===== src/rtl/pcv_pkg.sv =====
// Shared types and constants for the partition communication volume block.
// Used by the controller, the datapath and the top level; no dependencies.
`timescale 1ns / 1ps

package pcv_pkg;

    localparam int NodeBlocks = 64;
    localparam int BlockWidth = 6;
    localparam int WeightWidth = 31;
    localparam int CountWidth = 7;
    localparam int CutWidth = 63;
    localparam int CfgWidth = 7;
    localparam int OutWidth = 32;
    localparam int CutOutWidth = 62;
    localparam int InDataWidth = 48;
    localparam int OutDataWidth = 160;
    localparam logic [CfgWidth-1:0] BlocksReset = 7'd2;
    localparam logic [CutWidth-1:0] CutMax = {CutWidth{1'b1}};

    typedef enum logic [2:0] {
        ST_IDLE,
        ST_RMW,
        ST_WALK,
        ST_WALK_END,
        ST_RESULT,
        ST_CLEAR
    } state_t;

    typedef struct packed {
        logic edge_accept;
        logic finish_start;
        logic rmw_write;
        logic walk_read;
        logic result_load;
        logic clear_write;
    } ctrl_cmd_t;

    typedef struct packed {
        logic is_finish;
        logic needs_rmw;
        logic walk_done;
        logic clear_done;
        logic out_free;
    } dp_status_t;

endpackage


===== src/rtl/pcv_ram.sv =====
// Generic simple dual-port RAM with one write port and a registered read port.
// Self-contained; no package dependencies.
`timescale 1ns / 1ps

module pcv_ram #(
    parameter int WIDTH = 32,
    parameter int DEPTH = 64
) (
    input  logic                     clk,
    input  logic                     we,
    input  logic [$clog2(DEPTH)-1:0] waddr,
    input  logic [WIDTH-1:0]         wdata,
    input  logic                     re,
    input  logic [$clog2(DEPTH)-1:0] raddr,
    output logic [WIDTH-1:0]         rdata
);

    logic [WIDTH-1:0] mem [DEPTH];
    logic [WIDTH-1:0] rdata_reg;

    always_ff @(posedge clk)
    begin
        if (we)
        begin
            mem[waddr] <= wdata;
        end
        if (re)
        begin
            rdata_reg <= mem[raddr];
        end
    end

    assign rdata = rdata_reg;

endmodule


===== src/rtl/pcv_ctrl.sv =====
// Control state machine: sequences edge updates, the finish walk and the table clear.
// Depends on pcv_pkg for the state, command and status types.
`timescale 1ns / 1ps

module pcv_ctrl (
    input  logic                clk,
    input  logic                rst_n,
    input  logic                s_tvalid,
    output logic                s_tready,
    input  pcv_pkg::dp_status_t status,
    output pcv_pkg::ctrl_cmd_t  cmd
);

    import pcv_pkg::*;

    state_t state_reg;
    state_t state_next;
    logic   accept;

    always_ff @(posedge clk or negedge rst_n)
    begin
        if (!rst_n)
        begin
            state_reg <= ST_CLEAR;
        end
        else
        begin
            state_reg <= state_next;
        end
    end

    always_comb
    begin
        state_next = state_reg;
        cmd        = '0;
        s_tready   = 1'b0;
        accept     = 1'b0;
        case (state_reg)
            ST_IDLE:
            begin
                s_tready = 1'b1;
                accept   = s_tvalid;
                if (accept)
                begin
                    if (status.is_finish)
                    begin
                        cmd.finish_start = 1'b1;
                        state_next       = ST_WALK;
                    end
                    else
                    begin
                        cmd.edge_accept = 1'b1;
                        if (status.needs_rmw)
                        begin
                            state_next = ST_RMW;
                        end
                    end
                end
            end
            ST_RMW:
            begin
                cmd.rmw_write = 1'b1;
                state_next    = ST_IDLE;
            end
            ST_WALK:
            begin
                cmd.walk_read = 1'b1;
                if (status.walk_done)
                begin
                    state_next = ST_WALK_END;
                end
            end
            ST_WALK_END:
            begin
                state_next = ST_RESULT;
            end
            ST_RESULT:
            begin
                if (status.out_free)
                begin
                    cmd.result_load = 1'b1;
                    state_next      = ST_CLEAR;
                end
            end
            ST_CLEAR:
            begin
                cmd.clear_write = 1'b1;
                if (status.clear_done)
                begin
                    state_next = ST_IDLE;
                end
            end
            default:
            begin
                state_next = ST_IDLE;
            end
        endcase
    end

endmodule


===== src/rtl/pcv_datapath.sv =====
// Datapath: node foreign-block set, cut accumulator, volume table and reduction.
// Depends on pcv_pkg and instantiates pcv_ram for the volume table.
`timescale 1ns / 1ps

module pcv_datapath #(
    parameter int MAX_BLOCKS = 64,
    parameter int VOLUME_WIDTH = 32
) (
    input  logic                                clk,
    input  logic                                rst_n,
    input  logic [pcv_pkg::InDataWidth-1:0]     s_tdata,
    input  logic                                s_tuser,
    input  logic                                s_tlast,
    input  logic                                cfg_valid,
    input  logic [pcv_pkg::CfgWidth-1:0]        cfg_data,
    output logic                                m_tvalid,
    input  logic                                m_tready,
    output logic [pcv_pkg::OutDataWidth-1:0]    m_tdata,
    output logic                                m_tuser,
    input  pcv_pkg::ctrl_cmd_t                  cmd,
    output pcv_pkg::dp_status_t                 status
);

    import pcv_pkg::*;

    localparam int AW = $clog2(MAX_BLOCKS);
    localparam int VW = VOLUME_WIDTH;

    logic [BlockWidth-1:0]  src_block;
    logic [BlockWidth-1:0]  dst_block;
    logic [WeightWidth-1:0] weight;
    logic                   src_in_range;
    logic [AW-1:0]          src_addr;

    logic [CfgWidth-1:0]    blocks_reg;
    logic [NodeBlocks-1:0]  touched_reg;
    logic [CountWidth-1:0]  count_reg;
    logic [CountWidth-1:0]  count_next;
    logic [CutWidth-1:0]    cut_reg;
    logic [CutWidth:0]      cut_sum;
    logic                   ovf_reg;
    logic [AW-1:0]          rmw_addr_reg;
    logic [CountWidth-1:0]  rmw_count_reg;
    logic [AW-1:0]          idx_reg;
    logic [AW-1:0]          klast_reg;
    logic [31:0]            k_int;
    logic                   walk_rd_reg;
    logic                   first_reg;
    logic [VW-1:0]          mx_reg;
    logic [VW-1:0]          mn_reg;
    logic [OutWidth-1:0]    tot_reg;
    logic                   tovf_reg;

    logic                   diff;
    logic                   is_new;

    logic                   ram_we;
    logic [AW-1:0]          ram_waddr;
    logic [VW-1:0]          ram_wdata;
    logic                   ram_re;
    logic [AW-1:0]          ram_raddr;
    logic [VW-1:0]          ram_rdata;
    logic [VW:0]            vol_sum;
    logic [VW-1:0]          vol_new;

    logic [63:0]            v_ext;
    logic                   v_big;
    logic [OutWidth:0]      tot_sum;
    logic [63:0]            mx_ext;
    logic [63:0]            mn_ext;
    logic [OutWidth-1:0]    mx_out;
    logic [OutWidth-1:0]    mn_out;
    logic                   mx_big;
    logic                   mn_big;

    logic                   m_tvalid_reg;
    logic [OutDataWidth-1:0] m_tdata_reg;
    logic                   m_tuser_reg;

    assign src_block = s_tdata[BlockWidth-1:0];
    assign dst_block = s_tdata[2*BlockWidth-1:BlockWidth];
    assign weight    = s_tdata[2*BlockWidth+WeightWidth-1:2*BlockWidth];
    assign src_in_range = 32'(src_block) < 32'(MAX_BLOCKS);
    assign src_addr  = AW'(src_block);

    assign diff       = src_block != dst_block;
    assign is_new     = diff && !touched_reg[dst_block];
    assign count_next = count_reg + CountWidth'(is_new);
    assign cut_sum    = {1'b0, cut_reg} + (CutWidth + 1)'(weight);

    always_comb
    begin
        if (blocks_reg == '0)
        begin
            k_int = 32'd1;
        end
        else if (32'(blocks_reg) > 32'(MAX_BLOCKS))
        begin
            k_int = 32'(MAX_BLOCKS);
        end
        else
        begin
            k_int = 32'(blocks_reg);
        end
    end

    assign ram_re    = cmd.edge_accept || cmd.walk_read;
    assign ram_raddr = cmd.walk_read ? idx_reg : src_addr;
    assign ram_we    = cmd.rmw_write || cmd.clear_write;
    assign ram_waddr = cmd.clear_write ? idx_reg : rmw_addr_reg;
    assign vol_sum   = {1'b0, ram_rdata} + (VW + 1)'(rmw_count_reg);
    assign vol_new   = vol_sum[VW] ? {VW{1'b1}} : vol_sum[VW-1:0];
    assign ram_wdata = cmd.clear_write ? '0 : vol_new;

    pcv_ram #(
        .WIDTH(VW),
        .DEPTH(MAX_BLOCKS)
    ) u_table (
        .clk  (clk),
        .we   (ram_we),
        .waddr(ram_waddr),
        .wdata(ram_wdata),
        .re   (ram_re),
        .raddr(ram_raddr),
        .rdata(ram_rdata)
    );

    assign v_ext   = 64'(ram_rdata);
    assign v_big   = |v_ext[63:OutWidth];
    assign tot_sum = {1'b0, tot_reg} + {1'b0, v_ext[OutWidth-1:0]};

    assign mx_ext = 64'(mx_reg);
    assign mn_ext = 64'(mn_reg);
    assign mx_big = |mx_ext[63:OutWidth];
    assign mn_big = |mn_ext[63:OutWidth];
    assign mx_out = mx_big ? {OutWidth{1'b1}} : mx_ext[OutWidth-1:0];
    assign mn_out = mn_big ? {OutWidth{1'b1}} : mn_ext[OutWidth-1:0];

    always_ff @(posedge clk or negedge rst_n)
    begin
        if (!rst_n)
        begin
            blocks_reg   <= BlocksReset;
            touched_reg  <= '0;
            count_reg    <= '0;
            cut_reg      <= '0;
            ovf_reg      <= 1'b0;
            idx_reg      <= '0;
            walk_rd_reg  <= 1'b0;
            m_tvalid_reg <= 1'b0;
        end
        else
        begin
            walk_rd_reg <= cmd.walk_read;
            if (cfg_valid)
            begin
                blocks_reg <= cfg_data;
            end
            if (cmd.edge_accept)
            begin
                if (diff)
                begin
                    if (cut_sum > {1'b0, CutMax})
                    begin
                        cut_reg <= CutMax;
                        ovf_reg <= 1'b1;
                    end
                    else
                    begin
                        cut_reg <= cut_sum[CutWidth-1:0];
                    end
                end
                if (s_tlast)
                begin
                    touched_reg <= '0;
                    count_reg   <= '0;
                end
                else
                begin
                    if (diff)
                    begin
                        touched_reg[dst_block] <= 1'b1;
                    end
                    count_reg <= count_next;
                end
            end
            if (cmd.rmw_write && vol_sum[VW])
            begin
                ovf_reg <= 1'b1;
            end
            if (cmd.finish_start || cmd.result_load)
            begin
                idx_reg <= '0;
            end
            else if (cmd.walk_read || cmd.clear_write)
            begin
                idx_reg <= idx_reg + AW'(1);
            end
            if (cmd.result_load)
            begin
                touched_reg  <= '0;
                count_reg    <= '0;
                cut_reg      <= '0;
                ovf_reg      <= 1'b0;
                m_tvalid_reg <= 1'b1;
            end
            else if (m_tready)
            begin
                m_tvalid_reg <= 1'b0;
            end
        end
    end

    always_ff @(posedge clk)
    begin
        if (cmd.edge_accept)
        begin
            rmw_addr_reg  <= src_addr;
            rmw_count_reg <= count_next;
        end
        if (cmd.finish_start)
        begin
            klast_reg <= AW'(k_int - 32'd1);
            first_reg <= 1'b1;
            tot_reg   <= '0;
            tovf_reg  <= 1'b0;
        end
        else if (walk_rd_reg)
        begin
            first_reg <= 1'b0;
            if (first_reg || ram_rdata > mx_reg)
            begin
                mx_reg <= ram_rdata;
            end
            if (first_reg || ram_rdata < mn_reg)
            begin
                mn_reg <= ram_rdata;
            end
            if (v_big || tot_sum[OutWidth])
            begin
                tot_reg  <= {OutWidth{1'b1}};
                tovf_reg <= 1'b1;
            end
            else
            begin
                tot_reg <= tot_sum[OutWidth-1:0];
            end
        end
        if (cmd.result_load)
        begin
            m_tdata_reg <= {2'b00, cut_reg[CutWidth-1:1], tot_reg, mn_out, mx_out};
            m_tuser_reg <= ovf_reg || tovf_reg || mx_big || mn_big;
        end
    end

    assign status.is_finish  = s_tuser;
    assign status.needs_rmw  = s_tlast && src_in_range;
    assign status.walk_done  = idx_reg == klast_reg;
    assign status.clear_done = idx_reg == AW'(MAX_BLOCKS - 1);
    assign status.out_free   = !m_tvalid_reg || m_tready;

    assign m_tvalid = m_tvalid_reg;
    assign m_tdata  = m_tdata_reg;
    assign m_tuser  = m_tuser_reg;

endmodule


===== src/rtl/partition_communication_volume.sv =====
// Top level of the partition communication volume and edge cut accumulator.
// Edge words are taken one per cycle while the controller is idle; an edge word that
// closes a node whose block is in the table is followed by a table read-modify-write
// state that takes no word. A finish word walks the first k table entries, k
// being blocks_in_use clamped to 1..MAX_BLOCKS, then presents its result.
// A full table clear follows, as after reset; configuration is taken at any time.
`timescale 1ns / 1ps

module partition_communication_volume #(
    parameter int MAX_BLOCKS = 64,
    parameter int VOLUME_WIDTH = 32
) (
    input  logic                             clk,
    input  logic                             rst_n,
    input  logic                             s_tvalid,
    output logic                             s_tready,
    // source_block [5:0], dest_block [11:6], edge_weight [42:12], zero fill
    input  logic [pcv_pkg::InDataWidth-1:0]  s_tdata,
    // command [0]
    input  logic                             s_tuser,
    input  logic                             s_tlast,
    output logic                             m_tvalid,
    input  logic                             m_tready,
    // max_volume [31:0], min_volume [63:32], volume_sum [95:64],
    // cut_weight [157:96], zero fill
    output logic [pcv_pkg::OutDataWidth-1:0] m_tdata,
    // overflow [0]
    output logic                             m_tuser,
    input  logic                             cfg_valid,
    output logic                             cfg_ready,
    input  logic [pcv_pkg::CfgWidth-1:0]     cfg_data
);

    import pcv_pkg::*;

    ctrl_cmd_t  cmd;
    dp_status_t status;

    assign cfg_ready = 1'b1;

    pcv_ctrl u_ctrl (
        .clk     (clk),
        .rst_n   (rst_n),
        .s_tvalid(s_tvalid),
        .s_tready(s_tready),
        .status  (status),
        .cmd     (cmd)
    );

    pcv_datapath #(
        .MAX_BLOCKS  (MAX_BLOCKS),
        .VOLUME_WIDTH(VOLUME_WIDTH)
    ) u_datapath (
        .clk      (clk),
        .rst_n    (rst_n),
        .s_tdata  (s_tdata),
        .s_tuser  (s_tuser),
        .s_tlast  (s_tlast),
        .cfg_valid(cfg_valid),
        .cfg_data (cfg_data),
        .m_tvalid (m_tvalid),
        .m_tready (m_tready),
        .m_tdata  (m_tdata),
        .m_tuser  (m_tuser),
        .cmd      (cmd),
        .status   (status)
    );

endmodule


===== config.mk =====
export PLATFORM = sky130hd
export DESIGN_NAME = partition_communication_volume
export DESIGN_NICKNAME = d
export VERILOG_FILES = /design/src/rtl/pcv_pkg.sv /design/src/rtl/pcv_ram.sv /design/src/rtl/pcv_ctrl.sv /design/src/rtl/pcv_datapath.sv /design/src/rtl/partition_communication_volume.sv
export SDC_FILE = /design/constraint.sdc
export NUM_CORES = 2
export LEC_CHECK = 0
export BUFFER_PORTS_ARGS = -buffer_cell sky130_fd_sc_hd__buf_2
export CAP_MARGIN = 20
export CORE_UTILIZATION = 45
export CTS_CLUSTER_DIAMETER = 60
export DETAILED_ROUTE_END_ITERATION = 8
export GPL_TIMING_DRIVEN = 0
export SLEW_MARGIN = 15
export SYNTH_ARGS = -nofsm -noshare
export SYNTH_HDL_FRONTEND = slang
export SYNTH_HIERARCHICAL = 1
export SYNTH_SLANG_ARGS = --single-unit

===== constraint.sdc =====
create_clock -name clk -period 47.1 [get_ports clk]
set_input_delay 4.71 -clock clk [delete_from_list [all_inputs] [get_ports clk]]
set_output_delay 4.71 -clock clk [all_outputs]
set_load 0.005 [all_outputs]

## Word-level counts from Yosys, hierarchy flattened

Memory sizes are Yosys's and may differ from the RTL's. A register that Yosys moved wholly into a read port is not among the register bits.
Cells that the tools add are included.

| storage, ports and cells | value |
|---|---|
| input bits | 62 |
| bits in writable memories | 2048 |
| bits in registers | 429 |
| logic and storage cells | 127 |
| memories | 1 |

| operators by class | value |
|---|---|
| reductions and logical operators | 30 |
| multiplexer cells | 50 |
| $add $sub $neg | 6 |
| bitwise operators | 2 |
| magnitude comparators | 6 |
| equality and inequality tests | 13 |

Memory list:

| name | words | bits a word | read ports | clocked after memory_dff | write ports | RTL line | source |
|---|---|---|---|---|---|---|---|
| u_datapath.u_table.mem | 64 | 32 | 1 | 1 | 1 | pcv_ram.sv:18 | `logic [WIDTH-1:0] mem [DEPTH];` |

Operators with widths:

| cell | count |
|---|---|
| $mux 64 | 4 |
| $mux 63 | 4 |
| $mux 32 | 3 |
| $add 63x31->64 | 1 |
| $gt 64x63->1 const B | 1 |
| $or 64x64->64 | 1 |
| $mux 6 | 6 |
| $add 32x32->33 | 1 |
| $add 32x7->33 | 1 |
| $gt 32x32->1 | 1 |
| $lt 32x32->1 | 1 |
| $mux 7 | 3 |
| $mux 1 | 19 |
| $mux 3 | 6 |
| $pmux 3 s5 | 1 |
| $reduce_bool 3->1 | 4 |
| $reduce_and 3->1 | 3 |
| $logic_or 1x1->1 | 8 |
| $ne 2x2->1 const B | 4 |
| $reduce_bool 2->1 | 4 |
| $add 7x1->7 | 1 |
| $gt 7x7->1 const B | 1 |
| $logic_not 7->1 | 1 |
| $lt 6x7->1 const B | 1 |
| 19 further kinds | 27 |

## Logic depth before layout (Yosys ltp)

| depth | value |
|---|---|
| word-level depth | 9 |
| gate-level depth with buffers | 18 |
| depth with buffers taken out | 15 |

## By module

Netlist, hierarchy kept.

By module, submodules not included:

| module | cells each | instances | area each (um^2) |
|---|---|---|---|
| pcv_ram | 3324 | 1 | 78835.6 |
| pcv_datapath | 1979 | 1 | 21919.8 |
| pcv_ctrl | 29 | 1 | 232.7 |
| partition_communication_volume | 2 | 1 | 11.3 |

## Worst setup path after synthesis

No wires, ideal clock.

| path | value |
|---|---|
| kind | input -> register |
| from | in m_tready |
| to | reg u_datapath.touched_reg[10] |
| stages | 7 |
| setup slack | 22648 ps |
| data required time | 46968 ps |
| arrival time | 24321 ps |
| path through | nand2b_1 inv_1 nor4b_1 inv_1 nand2_1 clkbuf_1 nor2_1 |

RTL lines:

| element | RTL line | source |
|---|---|---|
| from (decl) | partition_communication_volume.sv:23 | `input logic m_tready,` |
| to (signal assigned) | pcv_datapath.sv:144 | `touched_reg <= '0;` |
| to (signal assigned) | pcv_datapath.sv:175 | `touched_reg <= '0;` |
| to (signal, indexed assignment) | pcv_datapath.sv:182 | `touched_reg[dst_block] <= 1'b1;` |
| to (decl) | pcv_datapath.sv:36 | `logic [NodeBlocks-1:0] touched_reg;` |

## Final worst setup path

| path | value |
|---|---|
| from | in s_tdata[1] (netlist bit) |
| to | reg u_datapath.u_table.rdata_reg[6], in the netlist u_datapath/u_table/rdata[6], read port of u_datapath.u_table.mem (data pin) |

| between the ends | value |
|---|---|
| longest elaborated chain between the ends | 1 |

RTL lines:

| element | RTL line | source |
|---|---|---|
| from (decl) | partition_communication_volume.sv:18 | `input logic [pcv_pkg::InDataWidth-1:0] s_tdata,` |
| $mux 6 | pcv_datapath.sv:108 | `assign ram_raddr = cmd.walk_read ? idx_reg : src_addr;` |
| net u_datapath.ram_raddr[1] | pcv_datapath.sv:61 | `logic [AW-1:0] ram_raddr;` |
| to (decl) | pcv_ram.sv:19 | `logic [WIDTH-1:0] rdata_reg;` |

The timed path passes the listed nets, and every way through them passes these cells.
A chain may end at the register's enable or synchronous reset.

==> results.py <==
metrics = {
    "final_layout": {
        "ff_latch_area_sq_um": 74200,
        "largest_register_ffs": 2048,
        "syn_to_final_growth_pct": 18.0,
        "multi_input_area_sq_um": 25900,
        "layout.nets": 6251,
        "drive_gt1_frac": 0.266,
        "nFillCells": 17200,
        "final_cell_mix": "edfxtp_1 (2322), mux4_2 (553), buf_2 (307), clkbuf_16 (286), nor2_1 (248)",
        "final_common_cell": "edfxtp_1",
    },
    "synth": {
        "synthSimpleGateAreaFrac": 0.0349,
        "synth_compound_area_frac": 0.0491,
        "syn_area_sq_um": 101000,
        "synth_cell_types": 90,
        "yosys_warnings": 6,
        "ys.flop_type": "edfxtp_1",
        "synth-adder-area-share": 0.0176,
        "ys_ff_latch": 2509,
        "yosys-mux-area-fraction": 0.136,
        "synth_xor_area_frac": 0.0105,
        "synth.area.top_cells": "edfxtp_1 (69%), mux4_2 (12%), dfrtp_1 (3.7%), ha_1 (1.7%), a21oi_1 (1.3%)",
        "yosysTopAreaCell": "edfxtp_1",
        "synth_cells": 5334,
        "synth_top_area_share": 0.690,
        "synth_area_per_cell_sq_um": 18.9,
        "synth_top_family_by_area": "multiplexers",
        "synth_seq_area_share": 0.735,
        "synth_edf_count": 2322,
        "async_flop_share": 0.0610,
    },
    "route": {
        "ant_nets": 0,
        "wl_per_cell_microns": 32.8,
        "drt-total-wl_microns": 303000,
        "firstDrtPassIters": 5,
        "drtIter0Drc": 7458,
        "drc_errors": 0,
        "routed_via_density": 6.15,
        "num_vias": 56800,
    },
    "power_and_ir_drop": {
        "cellPowerDensity_nw_per_um2": 65.3,
        "ir_drop_mv": 0.0506,
        "leakagePower_nw": 39.8,
    },
    "setup_path": {
        "end_kind": "flop",
        "slowest_delay_ns": 0.81,
        "crit_family": "buffers and inverters",
        "worstSetupPathType": "in -> reg",
        "slowest_stage": "buf_1",
        "worst_ep_arrival_time_ns": 9.07,
        "cp_common_cell": "buf_2",
        "path_max_fanout": 10,
        "startpoint_type": "primary input",
        "required_ns": 47.67,
        "worst-path-buf-inv": 5,
        "crit_chain": "buf_2, mux2_2, buf_2, buf_2, buf_2, buf_1, nand3b_1, o221ai_1, a21oi_1, a21oi_1, nor2_1",
    },
    "clocking": {
        "clkTransAtPathRegs_ns": 0.06,
        "cts_root_buffer": "clkbuf_16",
        "numClockSinks": 2509,
        "clockBufferDepth": 4,
        "cts_made_buffers": 279,
        "clk-insertion-delay-late_ns": 0.93,
        "postCtsSetupRepairBufs": 0,
        "post_cts_resized": 0,
        "htree_levels": 5,
        "cts_tree": "yes",
        "cts_hold_buffers": 0,
    },
    "sta": {
        "slew_violations": 0,
        "fin_worst_skew_ns": 0.0541,
        "fin_ws_ns": 38.60,
        "hold_violations": 0,
        "rsz0062_at_grt": "false",
        "setup_viol_count_final": 0,
        "slew_headroom": 0.181,
        "final.setup.tns_ns": 0,
        "period_needed_ns": 8.50,
        "fmax_ghz": 0.118,
        "finalCritPeriodShare": 0.180,
        "tightest_slew_ns": 1.23,
    },
    "global_route": {
        "grt_antenna_before_repair": 14,
        "grt_use_total": 0.268,
        "grt_max_degree": 102,
        "grt_overflow_total": 0,
        "grt_pass1_wl_microns": 420000,
        "grt_pass1_vias": 55400,
    },
    "floorplan": {
        "ioPinCount": 226,
        "core.rowCount": 173,
        "dieHeight_microns": 476,
        "die_w_microns": 476,
        "core_sq_um": 223000,
        "die_area_sq_um": 226000,
        "start_util": 0.453,
    },
    "placement": {
        "place.gp.congestion": 0.906,
        "hpwl_microns": 209000,
        "place_worst_setup_slack_ns": 37.83,
        "place.port_buffers": 213,
    },
    "min_path": {
        "hold_path_class": "reg -> reg",
    },
    "job": {
        "drv_cap": 0,
    },
    "outcome": {
        "status": "finished, final reports clean",
    },
}
stage by stage:
| stage | cell area (sq um) | util | std cells | total power, mW | hold slack [ns] |
|---|---|---|---|---|---|
| 2_1_floorplan | 101000 | - | 5335 | 4.55 | 0.426 |
| 3_3_place_gp | 106000 | 0.475 | 8523 | 5.57 | 0.435 |
| 3_5_place_dp | 111000 | 0.497 | 8739 | 5.75 | 0.433 |
| 4_1_cts | 119000 | 0.535 | 9211 | 7.79 | 0.430 |
| 5_1_grt | 119000 | 0.535 | 9218 | 8.04 | 0.451 |
| 6_report | 119000 | 0.535 | 9224 | 7.78 | 0.431 |
logic make-up after synthesis:
| family | after synthesis |
|---|---|
| AOI/OAI and AO/OA | 771 |
| xor gates and xnor gates | 121 |
| adders and majority gates | 140 |
| buffers and inverters | 383 |
| DFF | 2509 |
| muxes | 676 |
| other | 2 |
| and+or+nand+nor | 732 |
area by class of cell:
| type | count | share of cell area |
|---|---|---|
| antenna | 9 | 0.000189 |
| inverter | 106 | 0.00334 |
| multi-input combinational | 2443 | 0.217 |
| timing repair buffer | 433 | 0.0432 |
| sequential | 2509 | 0.623 |
| buffer | 277 | 0.0113 |
| clock buffer | 353 | 0.0624 |
| tap | 2975 | 0.0312 |
| clock inverter | 119 | 0.00826 |
routing by layer:
layer,up-vias,global-route usage,share of wire
met5,-,0,0.000089
met4,4,0.124,0.052
met3,603,0.0552,0.093
met2,2993,0.429,0.47
met1,29900,0.351,0.38
li1,23200,-,-
worst reg2reg max path, cell delays in order (launching register included):
cell      delay, ns
dfrtp_1        0.37
buf_4          0.19
nor3b_1        0.38
clkbuf_1       0.47
mux2_2         0.26
buf_2          0.34
buf_2          0.41
buf_2          0.51
buf_1          0.81
nand3b_1       0.65
o221ai_1       0.64
a21oi_1        0.29
a21oi_1        0.24
nor2_1         0.17
synth_stat cells (all sizes together) (10+ instances only):
| master | count |
|---|---|
| a211oi | 49 |
| a21o | 45 |
| a21oi | 259 |
| a221oi | 10 |
| a22oi | 16 |
| a311oi | 12 |
| a31oi | 44 |
| and2 | 13 |
| and3 | 29 |
| buf | 142 |
| clkbuf | 135 |
| dfrtp | 150 |
| dfxtp | 34 |
| edfxtp | 2322 |
| ha | 137 |
| inv | 106 |
| mux2 | 23 |
| mux2i | 100 |
| mux4 | 553 |
| nand2 | 115 |
| nand2b | 29 |
| nand3 | 46 |
| nand3b | 10 |
| nand4 | 35 |
| nor2 | 310 |
| nor2b | 38 |
| nor3 | 39 |
| nor4 | 15 |
| o2111ai | 10 |
| o211ai | 19 |
| o21a | 14 |
| o21ai | 110 |
| o221ai | 29 |
| o22ai | 91 |
| or2 | 14 |
| or3 | 15 |
| xnor2 | 74 |
| xor2 | 47 |
power by group:
group | switching (mW) | internal, mW | total [mW] | leakage (nW)
Combinational | 1.69 | 0.926 | 2.62 | 12.5
Clock | 0.851 | 1.20 | 2.05 | 4.11
Sequential | 0.117 | 3.00 | 3.12 | 23.3
Total | 2.66 | 5.12 | 7.78 | 39.8
path summary, 6_finish.rpt:
| kind | from | endpoint | slack, ns | cells past startpoint |
|---|---|---|---|---|
| hold reg to reg | u_datapath/mx_out[6]$_DFFE_PP_ | u_datapath/m_tdata[6]$_DFFE_PP_ | 0.43 | 0 |
| hold / removal | u_datapath/mx_out[6]$_DFFE_PP_ | u_datapath/m_tdata[6]$_DFFE_PP_ | 0.43 | 0 |
| min in group asynchronous | rst_n | u_datapath/cut_reg[10]$_DFFE_PN0P_ | 3.74 | 1 |
| setup / recovery | s_tdata[1] | u_datapath/u_table/rdata[6]$_DFFE_PP_ | 38.60 | 11 |
| setup reg to reg | u_ctrl/state_reg[1]$_DFFE_PN0P_ | u_datapath/u_table/rdata[6]$_DFFE_PP_ | 41.05 | 13 |
| max in group asynchronous | rst_n | u_datapath/idx_reg[2]$_DFFE_PN0P_ | 42.48 | 2 |
Note: power is estimated with default switching activity, not from simulation.
